===== src/design/arp_request_builder_and_reply_filter_macros.svh =====
// Assertion macros shared by the ARP request builder and reply filter RTL.
// Included by the modules that carry concurrent checks; no other dependencies.
`ifndef ARP_REQUEST_BUILDER_AND_REPLY_FILTER_MACROS_SVH
`define ARP_REQUEST_BUILDER_AND_REPLY_FILTER_MACROS_SVH

`ifndef SYNTHESIS

// Same-cycle implication, disabled while reset is asserted.
`define ARPRB_ASSERT_IMP(label, clk, rstn, ante, cons) \
    label: assert property (@(posedge clk) disable iff (!(rstn)) (ante) |-> (cons)) \
        else $error("arprb assertion failed");

// Next-cycle implication, disabled while reset is asserted.
`define ARPRB_ASSERT_NXT(label, clk, rstn, ante, cons) \
    label: assert property (@(posedge clk) disable iff (!(rstn)) (ante) |=> (cons)) \
        else $error("arprb assertion failed");

`else

`define ARPRB_ASSERT_IMP(label, clk, rstn, ante, cons)
`define ARPRB_ASSERT_NXT(label, clk, rstn, ante, cons)

`endif

`endif


===== src/design/arprb_pkg.sv =====
// Package for the ARP request builder and reply filter: types, constants and
// the per-position frame byte functions. No dependencies.
`default_nettype none

package arprb_pkg;

    localparam int BYTE_W          = 8;
    localparam int MAC_W           = 48;
    localparam int IP_W            = 32;
    localparam int REQUEST_BYTES   = 42;
    localparam int MAX_FRAME_BYTES_DEF = 1514;
    localparam int REQ_POS_W       = $clog2(REQUEST_BYTES);
    localparam int CFG_INDEX_W     = 2;
    localparam int CFG_DATA_W      = MAC_W;
    localparam int M_TDATA_W       = 16;

    typedef logic [REQ_POS_W-1:0]   req_pos_t;
    typedef logic [BYTE_W-1:0]      byte_t;
    typedef logic [MAC_W-1:0]       mac_t;
    typedef logic [IP_W-1:0]        ip_t;
    typedef logic [CFG_INDEX_W-1:0] cfg_index_t;

    typedef enum logic {
        REQ_SEND = 1'b0,
        REQ_RX   = 1'b1
    } req_type_t;

    typedef enum logic {
        KIND_TX      = 1'b0,
        KIND_VERDICT = 1'b1
    } result_kind_t;

    localparam cfg_index_t CFG_OWN_MAC   = 2'd0;
    localparam cfg_index_t CFG_OWN_IP    = 2'd1;
    localparam cfg_index_t CFG_TARGET_IP = 2'd2;

    localparam byte_t BCAST_BYTE    = 8'hff;
    localparam byte_t ETYPE_ARP_HI  = 8'h08;
    localparam byte_t ETYPE_ARP_LO  = 8'h06;
    localparam byte_t HTYPE_HI      = 8'h00;
    localparam byte_t HTYPE_LO      = 8'h01;
    localparam byte_t PTYPE_HI      = 8'h08;
    localparam byte_t PTYPE_LO      = 8'h00;
    localparam byte_t HLEN_ETH      = 8'd6;
    localparam byte_t PLEN_IPV4     = 8'd4;
    localparam byte_t OPER_HI       = 8'h00;
    localparam byte_t OPER_REQUEST  = 8'h01;

    // One received byte handed from the input stage to the receive filter.
    typedef struct packed {
        logic  step;
        byte_t data;
        logic  last;
    } rx_beat_t;

    // Byte k of a MAC address, first byte most significant.
    function automatic byte_t mac_byte(input mac_t mac, input logic [2:0] k);
        return mac[(3'd5 - k) * 8 +: BYTE_W];
    endfunction

    // Byte k of an IPv4 address, first byte most significant.
    function automatic byte_t ip_byte(input ip_t ip, input logic [1:0] k);
        return ip[(2'd3 - k) * 8 +: BYTE_W];
    endfunction

    // Byte p of the outgoing ARP request in wire order.
    function automatic byte_t request_byte(input req_pos_t p, input mac_t mac,
                                           input ip_t own_ip, input ip_t tgt_ip);
        byte_t b;
        case (p) inside
            [6'd0:6'd5]:   b = BCAST_BYTE;
            [6'd6:6'd11]:  b = mac_byte(mac, 3'(p - 6'd6));
            6'd12:         b = ETYPE_ARP_HI;
            6'd13:         b = ETYPE_ARP_LO;
            6'd14:         b = HTYPE_HI;
            6'd15:         b = HTYPE_LO;
            6'd16:         b = PTYPE_HI;
            6'd17:         b = PTYPE_LO;
            6'd18:         b = HLEN_ETH;
            6'd19:         b = PLEN_IPV4;
            6'd20:         b = OPER_HI;
            6'd21:         b = OPER_REQUEST;
            [6'd22:6'd27]: b = mac_byte(mac, 3'(p - 6'd22));
            [6'd28:6'd31]: b = ip_byte(own_ip, 2'(p - 6'd28));
            [6'd38:6'd41]: b = ip_byte(tgt_ip, 2'(p - 6'd38));
            default:       b = '0;
        endcase
        return b;
    endfunction

    // True when received byte b at header position p agrees or is not checked.
    function automatic logic rx_byte_agrees(input req_pos_t p, input byte_t b,
                                            input mac_t mac, input ip_t own_ip,
                                            input ip_t tgt_ip);
        logic ok;
        case (p) inside
            [6'd0:6'd5]:   ok = (b == mac_byte(mac, 3'(p)));
            6'd12:         ok = (b == ETYPE_ARP_HI);
            6'd13:         ok = (b == ETYPE_ARP_LO);
            [6'd28:6'd31]: ok = (b == ip_byte(tgt_ip, 2'(p - 6'd28)));
            [6'd38:6'd41]: ok = (b == ip_byte(own_ip, 2'(p - 6'd38)));
            default:       ok = 1'b1;
        endcase
        return ok;
    endfunction

endpackage

`default_nettype wire


===== src/design/arprb_rx_filter.sv =====
// Receive side of the ARP reply filter: byte counter, header comparison and
// verdict for the frame that ends on the current beat. Depends on arprb_pkg.
`default_nettype none

module arprb_rx_filter #(
    parameter int MAX_FRAME_BYTES = arprb_pkg::MAX_FRAME_BYTES_DEF
) (
    input  wire logic               aclk,
    input  wire logic               aresetn,
    input  wire arprb_pkg::mac_t    own_mac,
    input  wire arprb_pkg::ip_t     own_ip,
    input  wire arprb_pkg::ip_t     target_ip,
    input  wire arprb_pkg::rx_beat_t beat,
    output logic                    match
);

    localparam int RX_POS_W = $clog2(MAX_FRAME_BYTES + 1);

    logic [RX_POS_W-1:0] rx_position_reg;
    logic [RX_POS_W-1:0] rx_position_next;
    logic                fields_agree_reg;
    logic                fields_agree_next;
    logic                in_header;

    assign in_header = rx_position_reg < RX_POS_W'(arprb_pkg::REQUEST_BYTES);

    always_comb begin
        fields_agree_next = fields_agree_reg;
        if (in_header && !arprb_pkg::rx_byte_agrees(
                rx_position_reg[arprb_pkg::REQ_POS_W-1:0], beat.data,
                own_mac, own_ip, target_ip)) begin
            fields_agree_next = 1'b0;
        end
        // The count stops at the largest frame size.
        if (rx_position_reg < RX_POS_W'(MAX_FRAME_BYTES)) begin
            rx_position_next = rx_position_reg + RX_POS_W'(1);
        end else begin
            rx_position_next = rx_position_reg;
        end
    end

    assign match = fields_agree_next &&
                   (rx_position_next >= RX_POS_W'(arprb_pkg::REQUEST_BYTES));

    always_ff @(posedge aclk) begin
        if (!aresetn) begin
            rx_position_reg  <= '0;
            fields_agree_reg <= 1'b1;
        end else if (beat.step) begin
            if (beat.last) begin
                rx_position_reg  <= '0;
                fields_agree_reg <= 1'b1;
            end else begin
                rx_position_reg  <= rx_position_next;
                fields_agree_reg <= fields_agree_next;
            end
        end
    end

endmodule

`default_nettype wire


===== src/design/arp_request_builder_and_reply_filter.sv =====
// Channel  | Direction | Payload
// s_       | in        | tdata[7:0] rx_byte, tuser req_type, tlast rx_last
// m_       | out       | tdata[7:0] tx_byte, tdata[8] reply_match, tuser kind, tlast
// cfg_     | in        | cfg_index register number, cfg_data value
//
// A byte stream is accepted one beat per cycle while the input register is not held.
// A send request occupies the input register for 42 output beats, one per cycle
// while m_tready is high; the request byte counter sets that figure.
// Reset (aresetn, synchronous) empties both stages and zeroes the configuration and counter registers.
// A stalled output holds its beat; received bytes that do not end a frame keep
// flowing, while a request or the last byte of a frame waits in the input register.
// Top level of the ARP request builder and reply filter; uses arprb_pkg,
// arprb_rx_filter and the assertion macro header.
`default_nettype none

`include "arp_request_builder_and_reply_filter_macros.svh"

module arp_request_builder_and_reply_filter #(
    parameter int MAX_FRAME_BYTES = arprb_pkg::MAX_FRAME_BYTES_DEF
) (
    input  wire logic                               aclk,
    input  wire logic                               aresetn,
    // Input stream.
    input  wire logic                               s_tvalid,
    output logic                                    s_tready,
    input  wire logic [arprb_pkg::BYTE_W-1:0]       s_tdata,  // [7:0] rx_byte
    input  wire logic                               s_tuser,  // [0] req_type
    input  wire logic                               s_tlast,
    // Result stream.
    output logic                                    m_tvalid,
    input  wire logic                               m_tready,
    output logic [arprb_pkg::M_TDATA_W-1:0]         m_tdata,  // [7:0] tx_byte, [8] reply_match
    output logic                                    m_tuser,  // [0] result_kind
    output logic                                    m_tlast,
    // Configuration writes.
    input  wire logic                               cfg_valid,
    output logic                                    cfg_ready,
    input  wire logic [arprb_pkg::CFG_INDEX_W-1:0]  cfg_index,
    input  wire logic [arprb_pkg::CFG_DATA_W-1:0]   cfg_data
);

    localparam arprb_pkg::req_pos_t TX_FINAL_POS =
        arprb_pkg::REQ_POS_W'(arprb_pkg::REQUEST_BYTES - 1);

    arprb_pkg::mac_t         own_mac_reg;
    arprb_pkg::ip_t          own_ip_reg;
    arprb_pkg::ip_t          target_ip_reg;

    logic                    in_valid_reg;
    arprb_pkg::req_type_t    in_type_reg;
    arprb_pkg::byte_t        in_byte_reg;
    logic                    in_last_reg;

    arprb_pkg::req_pos_t     tx_pos_reg;
    arprb_pkg::req_pos_t     tx_pos_next;

    logic                    out_valid_reg;
    arprb_pkg::result_kind_t out_kind_reg;
    arprb_pkg::byte_t        out_byte_reg;
    logic                    out_last_reg;
    logic                    out_match_reg;

    logic                    out_free;
    logic                    is_send;
    logic                    tx_final;
    logic                    out_load;
    logic                    in_advance;
    logic                    in_take;
    logic                    rx_match;
    arprb_pkg::rx_beat_t     rx_beat;

    // Configuration registers.
    assign cfg_ready = 1'b1;

    always_ff @(posedge aclk) begin
        if (!aresetn) begin
            own_mac_reg   <= '0;
            own_ip_reg    <= '0;
            target_ip_reg <= '0;
        end else if (cfg_valid && cfg_ready) begin
            case (cfg_index)
                arprb_pkg::CFG_OWN_MAC:   own_mac_reg   <= cfg_data;
                arprb_pkg::CFG_OWN_IP:    own_ip_reg    <= cfg_data[arprb_pkg::IP_W-1:0];
                arprb_pkg::CFG_TARGET_IP: target_ip_reg <= cfg_data[arprb_pkg::IP_W-1:0];
                default: ;
            endcase
        end
    end

    // Handshake between input register and output register.
    assign out_free = !out_valid_reg || m_tready;
    assign is_send  = (in_type_reg == arprb_pkg::REQ_SEND);
    assign tx_final = (tx_pos_reg == TX_FINAL_POS);
    assign out_load = in_valid_reg && out_free && (is_send || in_last_reg);

    // A request leaves the input register with its last byte; a received byte
    // leaves at once unless it ends a frame and the verdict has no room yet.
    always_comb begin
        if (!in_valid_reg) begin
            in_advance = 1'b0;
        end else if (is_send) begin
            in_advance = out_free && tx_final;
        end else begin
            in_advance = !in_last_reg || out_free;
        end
    end

    assign s_tready = !in_valid_reg || in_advance;
    assign in_take  = s_tvalid && s_tready;

    always_comb begin
        tx_pos_next = tx_pos_reg;
        if (out_load && is_send) begin
            tx_pos_next = tx_final ? '0 : tx_pos_reg + arprb_pkg::REQ_POS_W'(1);
        end
    end

    always_ff @(posedge aclk) begin
        if (!aresetn) begin
            in_valid_reg <= 1'b0;
            tx_pos_reg   <= '0;
        end else begin
            tx_pos_reg <= tx_pos_next;
            if (in_take) begin
                in_valid_reg <= 1'b1;
            end else if (in_advance) begin
                in_valid_reg <= 1'b0;
            end
        end
    end

    always_ff @(posedge aclk) begin
        if (in_take) begin
            in_type_reg <= arprb_pkg::req_type_t'(s_tuser);
            in_byte_reg <= s_tdata;
            in_last_reg <= s_tlast;
        end
    end

    // Receive filter.
    always_comb begin
        rx_beat.step = in_valid_reg && !is_send && in_advance;
        rx_beat.data = in_byte_reg;
        rx_beat.last = in_last_reg;
    end

    arprb_rx_filter #(
        .MAX_FRAME_BYTES(MAX_FRAME_BYTES)
    ) u_rx_filter (
        .aclk     (aclk),
        .aresetn  (aresetn),
        .own_mac  (own_mac_reg),
        .own_ip   (own_ip_reg),
        .target_ip(target_ip_reg),
        .beat     (rx_beat),
        .match    (rx_match)
    );

    // Output register.
    always_ff @(posedge aclk) begin
        if (!aresetn) begin
            out_valid_reg <= 1'b0;
        end else if (out_load) begin
            out_valid_reg <= 1'b1;
        end else if (m_tready) begin
            out_valid_reg <= 1'b0;
        end
    end

    always_ff @(posedge aclk) begin
        if (out_load) begin
            if (is_send) begin
                out_kind_reg  <= arprb_pkg::KIND_TX;
                out_byte_reg  <= arprb_pkg::request_byte(tx_pos_reg, own_mac_reg,
                                                         own_ip_reg, target_ip_reg);
                out_last_reg  <= tx_final;
                out_match_reg <= 1'b0;
            end else begin
                out_kind_reg  <= arprb_pkg::KIND_VERDICT;
                out_byte_reg  <= '0;
                out_last_reg  <= 1'b0;
                out_match_reg <= rx_match;
            end
        end
    end

    assign m_tvalid = out_valid_reg;
    assign m_tuser  = out_kind_reg;
    assign m_tlast  = out_last_reg;
    assign m_tdata  = {{(arprb_pkg::M_TDATA_W - arprb_pkg::BYTE_W - 1){1'b0}},
                       out_match_reg, out_byte_reg};

    // Checks.
    `ARPRB_ASSERT_IMP(a_tx_pos_range, aclk, aresetn, 1'b1, tx_pos_reg <= TX_FINAL_POS)
    `ARPRB_ASSERT_IMP(a_tx_pos_owner, aclk, aresetn, tx_pos_reg != '0,
                      in_valid_reg && is_send)
    `ARPRB_ASSERT_IMP(a_verdict_clean, aclk, aresetn,
                      m_tvalid && (out_kind_reg == arprb_pkg::KIND_VERDICT),
                      (out_byte_reg == '0) && !out_last_reg)
    `ARPRB_ASSERT_IMP(a_tx_no_match, aclk, aresetn,
                      m_tvalid && (out_kind_reg == arprb_pkg::KIND_TX), !out_match_reg)
    `ARPRB_ASSERT_NXT(a_last_wraps, aclk, aresetn, out_load && is_send && tx_final,
                      tx_pos_reg == '0)

endmodule

`default_nettype wire

===== config.mk =====
export PLATFORM = sky130hd
export DESIGN_NAME = arp_request_builder_and_reply_filter
export DESIGN_NICKNAME = d
export VERILOG_FILES = /design/src/design/arprb_pkg.sv /design/src/design/arprb_rx_filter.sv /design/src/design/arp_request_builder_and_reply_filter.sv
export VERILOG_INCLUDE_DIRS = /design/src /design/src/design
export SDC_FILE = /design/constraint.sdc
export NUM_CORES = 1
export LEC_CHECK = 0
export BUFFER_PORTS_ARGS = -buffer_cell sky130_fd_sc_hd__buf_2
export CAP_MARGIN = 40
export CORE_MARGIN = 1
export CORE_UTILIZATION = 25
export CTS_CLUSTER_DIAMETER = 60
export DETAILED_ROUTE_END_ITERATION = 16
export SYNTH_ARGS = -nofsm -noshare
export SYNTH_HDL_FRONTEND = slang
export SYNTH_SLANG_ARGS = --single-unit
export TNS_END_PERCENT = 30

===== constraint.sdc =====
create_clock -name aclk -period 9.05 [get_ports aclk]
set_input_delay 0.4525 -clock aclk [delete_from_list [all_inputs] [get_ports aclk]]
set_output_delay 0.4525 -clock aclk [all_outputs]
set_load 0.005 [all_outputs]

Yosys cells after proc, flatten, opt, wreduce, memory -nomap -nowiden
Cells that the tools add are included.
W data, S select, Z words.
{"block": "totals", "ff_bits": 153, "inputBits": 65}
{"block": "classes", "n_addsub": 15, "order_cmp": 19, "n_eq_ne": 20, "shift": 7, "n_mux": 32, "bitwise_logic": 1, "reduce_logical": 31}
{"op": "$shiftx A48 B33 Y8", "count": 3}
{"op": "$shiftx A32 B33 Y8", "count": 4}
{"op": "$mux W8", "count": 15}
{"op": "$eq A6 B4 Y1 const B", "count": 6}
{"op": "$eq A6 B5 Y1 const B", "count": 6}
{"op": "$eq A8 B8 Y1", "count": 3}
{"op": "$mux W11", "count": 2}
{"op": "$ge A6 B5 Y1 const B", "count": 3}
{"op": "$le A6 B5 Y1 const B", "count": 3}
{"op": "$logic_and A1 B1 Y1", "count": 17}
{"op": "$mux W1", "count": 14}
{"op": "$ge A6 B1 Y1 const B", "count": 2}
{"op": "$ge A6 B6 Y1 const B", "count": 2}
{"op": "$le A6 B3 Y1 const B", "count": 2}
{"op": "$le A6 B6 Y1 const B", "count": 2}
{"op": "$sub A2 B2 Y3 const A", "count": 4}
{"op": "$sub A3 B3 Y4 const A", "count": 3}
{"op": "$add A11 B1 Y11 const B", "count": 1}
{"op": "$ge A11 B6 Y1 const B", "count": 1}
{"op": "$lt A11 B11 Y1 const B", "count": 1}
{"op": "$lt A11 B6 Y1 const B", "count": 1}
{"op": "$eq A8 B3 Y1 const B", "count": 1}
{"op": "$eq A8 B4 Y1 const B", "count": 1}
{"op": "$add A6 B1 Y6 const B", "count": 1}
{"op": "15 further kinds", "count": 27}

Logic depth before layout (Yosys ltp)
Gate-level depths: netlist of run 1.
{"block": "logic_depth", "ltp_word": 18, "depth_mapped": 13}

Cells and area by module
Synthesis of run 1 repeated with hierarchy kept, for this count alone.
{"block": "hier_totals", "cells_unflattened": 1024, "area_unflattened_um2": 9002.4}
{"module": "arp_request_builder_and_reply_filter", "n_inst": 1, "cells_each": 750, "area_per_inst_um2": 6770.2}
{"module": "arprb_rx_filter", "n_inst": 1, "cells_each": 274, "area_per_inst_um2": 2232.1}

Worst setup path after synthesis of run 1
OpenSTA, ideal clock, no wires.
{"block": "synth_timing", "path_type": "reg-to-reg", "from": "reg tx_pos_reg[0]", "to": "reg out_byte_reg[1], data pin", "setup_time_ns": 0.160, "arrival_ns": 2.809, "t_required_ns": 8.890, "setup_slack_ns": 6.081, "path_stages_with_launch": 12, "period_less_slack_ns": 2.969, "path_cell_list": "dfxtp_1 -> buf_2 -> buf_2 -> buf_1 -> inv_1 -> ha_1 -> clkbuf_1 -> o31ai_1 -> and3b_1 -> nand2_1 -> a2111o_1 -> a41oi_1"}
{"block": "synth_via", "elab_chain_cells": 18, "word_cells_on_any_way": 52, "cone_classes": "add/sub: 8; order compare: 10; eq/ne: 10; shift: 4; mux: 15; reduce/logical: 5"}
{"item": "start: declaration", "line": "arp_request_builder_and_reply_filter.sv:54", "source": "arprb_pkg::req_pos_t tx_pos_reg;"}
{"item": "start signal: assignment", "line": "arp_request_builder_and_reply_filter.sv:123", "source": "tx_pos_reg <= tx_pos_next;"}
{"item": "$sub A2 B2 Y2", "line": "arprb_pkg.sv:85", "source": "[6'd38:6'd41]: b = ip_byte(tgt_ip, 2'(p - 6'd38));"}
{"item": "$sub A2 B2 Y3", "line": "arprb_pkg.sv:63", "source": "return ip[(2'd3 - k) * 8 +: BYTE_W];"}
{"item": "$shiftx A32 B33 Y8", "line": "arprb_pkg.sv:63"}
{"item": "$mux W8 (14 in series)", "line": "arprb_pkg.sv:70", "source": "case (p) inside"}
{"item": "$mux W8 *", "line": "arprb_pkg.sv:70"}
{"item": "end signal: assignment", "line": "arp_request_builder_and_reply_filter.sv:174", "source": "out_byte_reg <= arprb_pkg::request_byte(tx_pos_reg, own_mac_reg,"}
{"item": "end: declaration", "line": "arp_request_builder_and_reply_filter.sv:59", "source": "arprb_pkg::byte_t out_byte_reg;"}
Every way passes the cells marked *; elsewhere a longest branch is shown, timed or not.
A chain may end at the register's enable or synchronous reset.

Final worst setup path of run 1
{"block": "layout_timing", "from": "reg u_rx_filter.rx_position_reg[1]", "to": "reg out_match_reg, data pin"}
{"block": "layout_via", "elab_chain_cells": 13, "word_cells_on_any_way": 36, "cone_classes": "add/sub: 6; order compare: 9; eq/ne: 5; shift: 3; mux: 7; reduce/logical: 6"}
{"item": "start: declaration", "line": "arprb_rx_filter.sv:19", "source": "logic [RX_POS_W-1:0] rx_position_reg;"}
{"item": "start signal: assignment", "line": "arprb_rx_filter.sv:54", "source": "rx_position_reg <= rx_position_next;"}
{"item": "$sub A2 B2 Y2", "line": "arprb_pkg.sv:101", "source": "[6'd38:6'd41]: ok = (b == ip_byte(own_ip, 2'(p - 6'd38)));"}
{"item": "$sub A2 B2 Y3", "line": "arprb_pkg.sv:63"}
{"item": "$shiftx A32 B33 Y8", "line": "arprb_pkg.sv:63"}
{"item": "$eq A8 B8 Y1", "line": "arprb_pkg.sv:101"}
{"item": "$mux W1 (5 in series)", "line": "arprb_pkg.sv:96", "source": "case (p) inside"}
{"item": "$logic_not A1 Y1", "line": "arprb_rx_filter.sv:29", "source": "if (in_header && !arprb_pkg::rx_byte_agrees("}
{"item": "$logic_and A1 B1 Y1", "line": "arprb_rx_filter.sv:29"}
{"item": "$mux W1", "line": "arprb_rx_filter.sv:29"}
{"item": "$logic_and A1 B1 Y1 *", "line": "arprb_rx_filter.sv:42", "source": "assign match = fields_agree_next &&"}
{"item": "end signal: assignment", "line": "arp_request_builder_and_reply_filter.sv:182", "source": "out_match_reg <= rx_match;"}
{"item": "end: declaration", "line": "arp_request_builder_and_reply_filter.sv:61", "source": "logic out_match_reg;"}
Marked as above.

==> results.txt, run 1 <==
- Run status: complete, no violations
- Register-to-Register Path Depth: 11
- Setup repair after global routing left no endpoint under its margin.
- Counting flops and latches in the post-synthesis netlist gives 153.
- Post-synthesis cell type count: 77
* Post-DP HPWL: 20,800 um
* Number of global-route vias before repair: 7,396
- Summed over all instances, the cell type with the most area after synthesis is sky130_fd_sc_hd__dfxtp_1.
- Clock tree root buffer cell: sky130_fd_sc_hd__clkbuf_16
- Of the cells placed in the final design, the portion with a size suffix greater than 1 is 0.164.
- N_diodes: 0
- Synthesis handed over a netlist of 1,039 instances.
- Post-route minimum period: 3.43 ns
- Data arrives at the worst endpoint at 3.74 ns.
- Hold timing on the final database bottoms out at a slack of 0.193 ns.
- Summing over every cut layer, the via total after detailed routing is 8,031.
- Counting tap cells, the placed design contains a total of 1,499 instances.
- Required time reported for the critical path endpoint: 9.36 ns
- Entering global routing, the biggest net connects 81 pins.
- Combined global-route utilization of all metal layers: 0.160
- Post-route antenna net violation count: 0
- The core region is 34,600 um2.
- CTS built an H-tree with a depth of 4.
- Setup violations remaining at the end of the flow were counted as 0.
- Counting every sink on the clock net gives 153.
- After detailed routing, the number of remaining DRC violations is 0.
- During placement, the flow inserted port buffers numbering 77.
* Max reg flops: 48
- The finished layout holds 1,531 standard cells, fillers aside.
- First-pass GRT wire length: 43,900 um
- Placement Rows: 68
- Portion of the post-synthesis area used by sequential elements: 0.371
- The critical path is of the flip-flop to flip-flop type.
- Worst-path clk slew: 0.07 ns
- At the end of the flow the core is filled with cells to 0.293.
* Achievable frequency: 292 MHz
- The worst setup path is launched from a flip-flop.
- The worst setup path is captured at a flip-flop.
- Setup slack closes at 5.62 ns.
- Detailed Route WL: 28,600 um
- The area growth from synthesis to layout is 15.0%.
* Initial antenna violation count: 0
* Maximum number of buffers from clock root to sink: 2
- The max-slew violation count was 0.
* Maximum vdd ir drop: 0.125 mV
- Design Power: 1.64 mW
- Once the clock tree was built, the setup fixing pass inserted 0 buffers.
- Cell area after placement: 9500 um2
* Final Hold Viols: 0
- The die is 190 um wide.
* Final worst-path cycle share: 0.379
- After global routing the overflow that remains totals 0.
- Number of maximum-capacitance constraint violations: 0
- HP Class: input port to flip-flop
- After detailed routing, the average wire length per cell comes to 18.7 um.
- Top area cells in the synthesized netlist: sky130_fd_sc_hd__dfxtp_1, sky130_fd_sc_hd__nand2_1, sky130_fd_sc_hd__mux4_2
* Worst Path Max Fanout: 36
- Buffers inserted to repair hold after CTS numbered 0.
- Counting flops with a built-in enable in the synthesized netlist gives 21.
- In this run the vertical extent of the chip is 190 um.
* Cell leakage power: 3.43 nW
- Counting flops with an async set or reset pin after synthesis yields a share of 0.
* Transition time of the tightest slew-check pin: 0.917 ns
* Hold path depth: 1
* Mapped Area: 8820 um2
- Power density normalized to cell area: 162 nW/um2
- TritonCTS built the clock tree.
- Top-Level Pins: 86
- Worst Setup Slack post-DPL: 5.18 ns
- Die area: 36,000 um2
- Number of CTS-inserted buffers: 17
* Mean instance size in the synthesized netlist: 8.49 um2
- Post-layout nets: 1,143
- Normalized max-slew margin: 0.373
- The Yosys step of the flow raised 0 warnings.
- First-pass DRT Iterations: 5
* Insertion delay to the later sink of the worst-skew pair: 0.44 ns
- For this configuration, the core starts out at a cell density of 0.255.
- After clock tree synthesis, the repair step resized 0 gates.
- Clock Skew: 0.00976 ns
- Layout Cell Area excl Fill: 10,100 um2
* Count of routing violations after the opening detailed-route iteration: 762
* Setup tns final: 0 ns
- After detailed routing, the number of vias per cell comes to 5.25.
- For this run, the leading register cell type out of synthesis is sky130_fd_sc_hd__dfxtp_1.
- Weighted congestion at the end of routability-driven global placement: 0.865
* Top-area cell type share of the netlist area: 0.300
-- layout make-up --
cell class,instances,area (um2)
Clock inverter,14,185
Inverter,11,42.5
Timing Repair Buffer,91,543
Multi-Input combinational cell,790,5100
Clock buffer,17,425
Sequential cell,153,3280
Fill cell,3663,24500
Tap cell,455,569
-- worst paths after layout --
kind,startpoint,end,slack (ns)
max reg2reg,u_rx_filter.rx_position_reg[1],out_match_reg,5.62
min reg2reg,target_ip_reg[21],target_ip_reg[21],0.47
max,u_rx_filter.rx_position_reg[1],out_match_reg,5.62
min,s_tlast,in_last_reg,0.19
-- metal layers --
metal  vias to the layer above  global-route usage  wire length (um)
li1                       3755                   -                 -
met1                      3924               0.225             13200
met2                       306               0.242             12800
met3                        46              0.0303              1940
met4                         0              0.0558               733
met5                         -                   0                 0
-- critical path: stages (launching register included) --
cell and delay (ns):
sky130_fd_sc_hd__dfxtp_1 0.31, sky130_fd_sc_hd__buf_4 0.40, sky130_fd_sc_hd__inv_1 0.25, sky130_fd_sc_hd__ha_1 0.42
sky130_fd_sc_hd__buf_16 0.20, sky130_fd_sc_hd__mux2i_1 0.14, sky130_fd_sc_hd__or4b_2 0.64, sky130_fd_sc_hd__o2111ai_1 0.12
sky130_fd_sc_hd__o2111ai_1 0.19, sky130_fd_sc_hd__a211o_1 0.35, sky130_fd_sc_hd__a21oi_2 0.12, sky130_fd_sc_hd__o31a_1 0.13
-- report_power, final --
group / internal, mW / switching, mW / total (mW)
clock network: 0.440 / 0.318 / 0.757
logic: 0.0579 / 0.0884 / 0.146
registers: 0.712 / 0.0270 / 0.739
-- cells by family (layout without fill, tap and decap cells) --
| group | after synthesis | count (layout) | share of synthesized area |
|---|---|---|---|
| AOI/OAI and AO/OA | 256 | 256 | 0.176 |
| and+or+nand+nor | 410 | 410 | 0.213 |
| buffers and inverters | 102 | 133 | 0.0532 |
| adders and majority gates | 14 | 14 | 0.0199 |
| xor gates and xnor gates | 20 | 20 | 0.0199 |
| other | 2 | 8 | 0.000852 |
| DFF | 153 | 153 | 0.371 |
| muxes | 82 | 82 | 0.146 |
-- synthesized netlist by cell type, drive strengths merged (10+ instances only) --
| cell | count |
|---|---|
| dfxtp | 132 |
| buf | 28 |
| nand3 | 16 |
| nor2 | 34 |
| nor2b | 10 |
| mux2 | 10 |
| clkbuf | 63 |
| inv | 11 |
| edfxtp | 21 |
| nand2 | 266 |
| nor3 | 13 |
| mux2i | 37 |
| xor2 | 11 |
| a21oi | 140 |
| mux4 | 35 |
| ha | 14 |
| o21ai | 27 |
| o22ai | 11 |
-- cells in the final DEF, fill, tap and decap left out, types with 9 or more instances in the layout --
cell                        Yosys  final
sky130_fd_sc_hd__xor2_1        11     11
sky130_fd_sc_hd__mux2_2        10     10
sky130_fd_sc_hd__buf_2          9     77
sky130_fd_sc_hd__a31oi_1        9      9
sky130_fd_sc_hd__nor3_1        13     13
sky130_fd_sc_hd__xnor2_1        9      9
sky130_fd_sc_hd__ha_1          14     14
sky130_fd_sc_hd__a21oi_1      139    139
sky130_fd_sc_hd__o21ai_0       26     26
sky130_fd_sc_hd__o22ai_1       11     11
sky130_fd_sc_hd__nor2b_1       10     10
sky130_fd_sc_hd__a22oi_1        9      9
sky130_fd_sc_hd__inv_1         11     10
sky130_fd_sc_hd__dfxtp_1      132    130
sky130_fd_sc_hd__mux4_2        31     31
sky130_fd_sc_hd__mux2i_1       37     37
sky130_fd_sc_hd__buf_4         11     11
sky130_fd_sc_hd__nor2_1        34     34
sky130_fd_sc_hd__nand3_1       16     16
sky130_fd_sc_hd__clkbuf_16      0     17
sky130_fd_sc_hd__edfxtp_1      21     21
sky130_fd_sc_hd__nand2_1      266    266
Note: power is estimated with default switching activity, not from simulation.
==> inputs of run 2 (changes only) <==
--- a/config.mk
+++ b/config.mk
@@ -6,6 +6,7 @@
 export SDC_FILE = /design/constraint.sdc
 export NUM_CORES = 1
 export LEC_CHECK = 0
+export ABC_AREA = 1
 export BUFFER_PORTS_ARGS = -buffer_cell sky130_fd_sc_hd__buf_2
 export CAP_MARGIN = 40
 export CORE_MARGIN = 1
==> constraint.sdc (replaced) <==
create_clock -name aclk -period 3.11 [get_ports aclk]
set_input_delay 0.1555 -clock aclk [delete_from_list [all_inputs] [get_ports aclk]]
set_output_delay 0.1555 -clock aclk [all_outputs]
set_load 0.005 [all_outputs]
==> run 2 against run 1 <==
Compared with the run above: wire length increased by 8.2%; count of clock-buffer cells in the layout rose by 4; final area grew 3.3%; synthesized cell count increased by 28%; critical path depth rose by 3; setup slack lost 5.0 ns; clock power rose to 2.8 times the previous value; first-iteration DRC count is 38% higher; critical path type unchanged; critical endpoint unchanged; highest routed layer is now met5.
==> results.txt, run 2 <==
- Run status: complete, no violations
* Pins Over Slew Limit: 0
- Power density normalized to cell area: 467 nW/um2
* Maximum vdd ir drop: 0.383 mV
- In this run, CTS created clock tree buffers numbering 17.
- Cell with the most instances after synthesis: sky130_fd_sc_hd__nand2_1
- End of the worst hold path: target_ip_reg[25]
- Data arrival time of the critical path: 2.81 ns
- HP Class: input port to flip-flop
- Counting tap cells, the placed design contains a total of 1,803 instances.
- Most common cell after layout, fill and taps aside: sky130_fd_sc_hd__nand2_1
- Weighted congestion at the end of routability-driven global placement: 0.949
- In this run the cell area of the synthesized design comes to 8810 um2.
* Portion of the post-synthesis area used by sequential elements: 0.371
- Across the routed clock network, the largest skew measured is 0.0151 ns.
- Design Power: 4.90 mW
* Worst Setup Slack post-DPL: 0.634 ns
- Clock-pin slew was measured on the worst setup and hold paths at 0.07 ns.
- sky130_fd_sc_hd__dfxtp_1 takes more of the synthesized area than any other cell.
- Entering global routing, the biggest net connects 80 pins.
* Cell leakage power: 4.24 nW
- First-pass GRT wire length: 48,400 um
- Setup repair after global routing left no endpoint under its margin.
* Worst hold-check slack: 0.00719 ns
- Average detailed-routed wire length per instance: 16.6 um
* Asr flop ratio synth: 0
* Die X: 190 um
- Counting along the longest clock path gives a buffer depth of 2.
- Setup slack after layout: 0.583 ns
- The die covers 36,000 um2.
* Internal reg-to-reg setup slack: 0.58 ns
* Top area cells in the synthesized netlist: sky130_fd_sc_hd__dfxtp_1, sky130_fd_sc_hd__nand2_1, sky130_fd_sc_hd__o21ai_0
- Setup crit end kind: flip-flop
* Register-to-Register Path Depth: 14
- Overflow left after global routing: 0
* Insertion delay to the later sink of the worst-skew pair: 0.44 ns
- Max reg flops: 48
- Initial cell density of the core: 0.254
- Setup violations remaining at the end of the flow were counted as 0.
- Core Footprint: 34,600 um2
- TritonCTS built the clock tree.
- The worst hold path was traced through 3 stages.
- Of all nets on the critical path, the largest fanout is 9.
- For this design, the slowest cell found on the critical path is sky130_fd_sc_hd__ha_1.
* Share of post-route cells with drive strength above 1: 0.114
* Top library cells by usage in the layout, fill and taps aside: sky130_fd_sc_hd__nand2_1, sky130_fd_sc_hd__nor2_1, sky130_fd_sc_hd__o21ai_0
- The count of buffers added on input and output ports is 77.
* Total number of vias: 9,164
- Transition time of the tightest slew-check pin: 0.742 ns
* Final Hold Viols: 0
- Dividing the detail-routed via count by the number of cells gives 4.91.
* FF+latch count, synth: 153
- N_diodes: 0
* Post-DP HPWL: 22,500 um
* Normalized max-slew margin: 0.504
- For this run, the share of the core covered by cells in the final layout is 0.303.
- The number of antenna violations at the first check in global routing is 2.
* Number of maximum-capacitance constraint violations: 0
* Setup tns final: 0 ns
* Reg2reg start: u_rx_filter.rx_position_reg[2]
- Counting distinct cell types in the post-synthesis netlist gives 47.
- Synthesis-to-layout area growth: 18.9%
* Clock tree root buffer cell: sky130_fd_sc_hd__clkbuf_16
- Each instance of the synthesized netlist takes up on average 6.65 um2.
* Required time reported for the critical path endpoint: 3.39 ns
- Achievable frequency: 396 MHz
- End of the worst register-to-register path: out_match_reg
- Startpoint of the worst hold path: cfg_data[25]
- For this run, the total global-route usage over all layers was measured as 0.175.
* Stage delay of the slowest cell on the critical path: 0.49 ns
- Detailed Route WL: 31,000 um
- STA classifies the critical path startpoint as a flip-flop.
- Placement Rows: 68
- DRC violations left: 0
- Filler cell count in the final layout: 3,810
- # Post-CTS Setup Buffers: 0
- Type of the worst setup path: flip-flop to flip-flop
- Post-route minimum period: 2.53 ns
- In this run the cell area measured after placement is 9590 um2.
- Cells after synthesis: 1,325
- 86 I/O pins were placed.
* Cell repeated most along the worst path: sky130_fd_sc_hd__nand2_1
- The number of global-route vias before repair was 8,532.
- Final worst-path cycle share: 0.813
- Of the post-synthesis cell area, the dominant cell type holds 0.300.
- By count the netlist is led by sky130_fd_sc_hd__nand2_1, sky130_fd_sc_hd__nor2_1, sky130_fd_sc_hd__o21ai_0.
- For this run, the number of Yosys warnings is 0.
- Walking the worst path, the cells encountered are inv_1 > ha_1 > inv_1 > a21oi_1 > nand2_1 > nand2_1 > o21ai_0 > nor2_1 > nand3_1 > nor2_1 > nor2_1 > nand2_1 > nand2_1 > nor3_2.
- Post-route antenna net violation count: 0
- For this block, the initial DRC count from the detailed router was 1,051.
* First-pass DRT Iterations: 6
* Layout Cell Area excl Fill: 10,500 um2
- In this run, synthesis inferred 21 flip-flops with an integrated enable.
* H-Tree Level Count: 4
* Post-layout nets: 1,476
* Vert. Die Dim: 190 um
- In the synthesized netlist the dominant register cell turns out to be sky130_fd_sc_hd__dfxtp_1.
- The finished layout holds 1,865 standard cells, fillers aside.
- Clock tree sinks: 153
- CTS-repair resized insts: 0
[run 2: changes by cell type after synthesis, moves of 14 or more]
cell                       change
sky130_fd_sc_hd__mux4_2       -31
sky130_fd_sc_hd__mux2i_1      -37
sky130_fd_sc_hd__o21ai_0     +143
sky130_fd_sc_hd__inv_1       +102
sky130_fd_sc_hd__nor2_1      +166
sky130_fd_sc_hd__nand2_1      -22
sky130_fd_sc_hd__a21oi_1      -22
sky130_fd_sc_hd__clkbuf_1     -19
sky130_fd_sc_hd__nand3_1      +80
sky130_fd_sc_hd__o211ai_1     +14
[run 2: cells by family after synthesis]
| logic type | after synthesis | share of synthesized area |
|---|---|---|
| simple gates | 577 | 0.271 |
| buf+inv | 212 | 0.105 |
| other cells | 2 | 0.000852 |
| flops | 153 | 0.371 |
| fa+ha+maj | 14 | 0.0199 |
| xor+xnor | 16 | 0.0159 |
| compound gates | 351 | 0.216 |
[run 2: worst max path at each step]
stage | from | end | slack, ns
after CTS | u_rx_filter.rx_position_reg[1] | out_match_reg | 0.61
final | u_rx_filter.rx_position_reg[2] | out_match_reg | 0.58
after global routing | u_rx_filter.rx_position_reg[1] | out_match_reg | 0.33
after floorplan | tx_pos_reg[1] | in_byte_reg[0] | 0.64
after global placement | u_rx_filter.rx_position_reg[1] | out_match_reg | 0.66
after detailed placement | u_rx_filter.rx_position_reg[1] | out_match_reg | 0.63
[run 2: critical path, delay by kind of cell (launching register included)]
kind	cells	cell delay, ns
flip-flops	1	0.48
buffers and inverters	2	0.33
AO/OA/AOI/OAI	2	0.28
AND/OR/NAND/NOR	9	0.80
adder cells (fa/ha/maj)	1	0.49
[run 2: layout make-up]
class / count / area (um2) / area share
clock buffers: 21 / 482 / 0.0460
well taps: 455 / 569 / 0.0543
clock inverters: 11 / 110 / 0.0105
multi-input cells: 966 / 4640 / 0.442
repair buffers: 133 / 931 / 0.0888
inverters: 126 / 475 / 0.0454
flip-flops and latches: 153 / 3280 / 0.313
[run 2: layer usage]
| metal | wire length [um] | share of wire | track usage | up-vias |
|---|---|---|---|---|
| met3 | 2950 | 0.095 | 0.0463 | 50 |
| met5 | 27 | 0.00087 | 0 | - |
| li1 | - | - | - | 4509 |
| met2 | 13300 | 0.43 | 0.266 | 403 |
| met1 | 14100 | 0.46 | 0.239 | 4198 |
| met4 | 620 | 0.020 | 0.0552 | 4 |
[run 2: power by group]
group          internal [mW]  switching, mW
sequential              2.10         0.0811
combinational          0.215          0.385
clock                   1.20          0.913
[run 2: repair_timing]
action	CTS	global route
hold buffers	30	0
endpoints found under the setup margin	0	0
hold endpoints to repair	34	0
==> inputs of run 3 (changes only) <==
==> constraint.sdc (replaced) <==
create_clock -name aclk -period 2.2 [get_ports aclk]
set_input_delay 0.11 -clock aclk [delete_from_list [all_inputs] [get_ports aclk]]
set_output_delay 0.11 -clock aclk [all_outputs]
set_load 0.005 [all_outputs]
==> run 3 against run 2 <==
Compared with the run above: clock skew grew 0.0017 ns; critical endpoint unchanged; flip-flop and latch count is the same; hold slack lost 0.00079 ns; maximum frequency grew 19%; non-clock buffer count grew 63; count of clock-buffer cells in the layout shrank 3; critical path depth grew 1; cell count grew 3.4%; sequential power grew 42%; highest routed layer is now met4; die area is the same.
==> results.txt, run 3 (same netlist as run 2, synthesis figures left out) <==
- Final design utilization: 0.329
- Via/cell ratio: 4.95
- Post-DP HPWL: 23,100 um
- Insertion delay to the later sink of the worst-skew pair: 0.44 ns
- Global routing finished with a remaining overflow of 0.
* Combined global-route utilization of all metal layers: 0.175
- H-Tree Level Count: 4
- Detailed Route WL: 32,900 um
- Filler cell count in the final layout: 3,724
* Vert. Die Dim: 190 um
- Of all nets on the critical path, the largest fanout is 9.
- Clock tree sinks: 153
- The initial utilization of the core area, before any placement, comes to 0.254.
- The tightest min-delay check is of the input port to flip-flop type.
- First-pass DRT Iterations: 6
* Final worst-path cycle share: 0.964
- Type of the worst setup path: flip-flop to flip-flop
- Pins Over Slew Limit: 0
- Entering global routing, the biggest net connects 79 pins.
* CTS tree: built
* Average detailed-routed wire length per instance: 17.1 um
* Share of post-route cells with drive strength above 1: 0.167
- Setup violations remaining at the end of the flow were counted as 0.
* Synthesis-to-layout area growth: 29.5%
* Worst Setup Slack post-DPL: -0.0519 ns
* Count of routing violations after the opening detailed-route iteration: 920
- The design draws 7.03 mW.
- In this run the remaining antenna-violating nets after routing total 0.
* Max reg flops: 48
- Setup repair after global routing could not meet its margin everywhere.
* Finished Layout Cells: 1,928
* Maximum vdd ir drop: 0.479 mV
* Top library cells by usage in the layout, fill and taps aside: sky130_fd_sc_hd__nand2_1, sky130_fd_sc_hd__nor2_1, sky130_fd_sc_hd__o21ai_0
- The number of global-route vias before repair was 8,566.
- Transition time of the tightest slew-check pin: 0.612 ns
- Worst hold-check slack: 0.00639 ns
- The net count of the finished layout is 1,539.
* Number of maximum-capacitance constraint violations: 0
- Startpoint types: flip-flop
* Worst-path clk slew: 0.07 ns
- Measured along the x axis, the die boundary spans 190 um.
- STA puts the critical path data arrival time at 2.41 ns.
- Achievable frequency: 472 MHz
- Core Footprint: 34,600 um2
- Number of CTS-inserted buffers: 17
- In the routed design, unresolved DRC markers number 0.
- Including well taps, the total number of placed cells is 1,836.
- Power density normalized to cell area: 616 nW/um2
* Maximum number of buffers from clock root to sink: 2
- Clock tree root buffer cell: sky130_fd_sc_hd__clkbuf_16
- Setup slack after layout: 0.0792 ns
* First-pass GRT wire length: 48,400 um
* Total number of vias: 9,551
* Run status: complete, no violations
- Top-Level Pins: 86
* I/O Buffers: 77
- Counting I/O delays and the setup requirement, the final critical path takes 2.12 ns.
* N_diodes: 0
* Clock Skew: 0.0167 ns
* Required time reported for the critical path endpoint: 2.49 ns
- The die covers 36,000 um2.
- Cell leakage power: 4.65 nW
- Initial antenna violation count: 0
* Setup crit end kind: flip-flop
- Leaving out fill and tap cells, the most frequent cell in the layout is sky130_fd_sc_hd__nand2_1.
- Normalized max-slew margin: 0.591
- Final Hold Viols: 0
- Placement Rows: 68
* Weighted congestion at the end of routability-driven global placement: 0.927
==> run 3: per-stage QoR <==
stage	setup TNS, ns	instance area, um2
after CTS	0	11000
after detailed placement	-0.0790	9920
after global routing	-0.0280	11400
after global placement	-0.00147	9920
after floorplan	-0.00531	8910
final	0	11400
==> run 3: cell type report <==
| class | count | area [um2] | area share |
|---|---|---|---|
| Multi-Input combinational cell | 966 | 4820 | 0.423 |
| Sequential cell | 153 | 3290 | 0.288 |
| Timing Repair Buffer | 196 | 1640 | 0.144 |
| Tap cell | 455 | 569 | 0.0499 |
| Inverter | 126 | 490 | 0.0430 |
| Clock buffer | 18 | 429 | 0.0376 |
| Clock inverter | 14 | 163 | 0.0143 |
==> run 3: path summary, 6_finish.rpt <==
kind                                                startpoint              end  slack, ns  cells after the start
worst max-delay path            u_rx_filter.rx_position_reg[0]    out_match_reg       0.08                     15
worst min-delay path                              cfg_data[36]  own_mac_reg[36]      0.006                      3
worst max register to register  u_rx_filter.rx_position_reg[0]    out_match_reg       0.08                     15
worst min register to register                  own_mac_reg[5]   own_mac_reg[5]       0.47                      2
==> run 3: metal layers <==
metal | track usage | share of wire
met4 | 0.0478 | 0.016
met1 | 0.249 | 0.45
met5 | 0 | 0
met3 | 0.0332 | 0.084
met2 | 0.269 | 0.45
==> run 3: critical path, cell delays in order (launching register included) <==
cell and delay [ns]:
sky130_fd_sc_hd__dfxtp_4 0.46, sky130_fd_sc_hd__inv_8 0.08, sky130_fd_sc_hd__clkbuf_16 0.18, sky130_fd_sc_hd__nand2_1 0.09
sky130_fd_sc_hd__nand3_2 0.10, sky130_fd_sc_hd__a21oi_2 0.17, sky130_fd_sc_hd__nand2_1 0.08, sky130_fd_sc_hd__nand2_1 0.06
sky130_fd_sc_hd__o21ai_0 0.09, sky130_fd_sc_hd__nor2_1 0.10, sky130_fd_sc_hd__nand3_1 0.10, sky130_fd_sc_hd__nor2_2 0.12
sky130_fd_sc_hd__nor2_1 0.05, sky130_fd_sc_hd__nand2_2 0.08, sky130_fd_sc_hd__nand2_2 0.06, sky130_fd_sc_hd__nor3_2 0.13
==> run 3: where the power goes <==
part           leakage, nW  internal, mW  switching, mW
clock                0.290          1.54           1.46
sequential            1.28          2.97          0.122
combinational         3.08         0.378          0.563
==> run 3: timing repair <==
action	4_1_cts	5_1_grt
endpoints found under the setup margin	4	10
buffers inserted	0	4
cloned	0	7
hold buffers	49	0
pin swaps	0	9
gates resized for setup	4	52
endpoints found under the hold margin	92	0
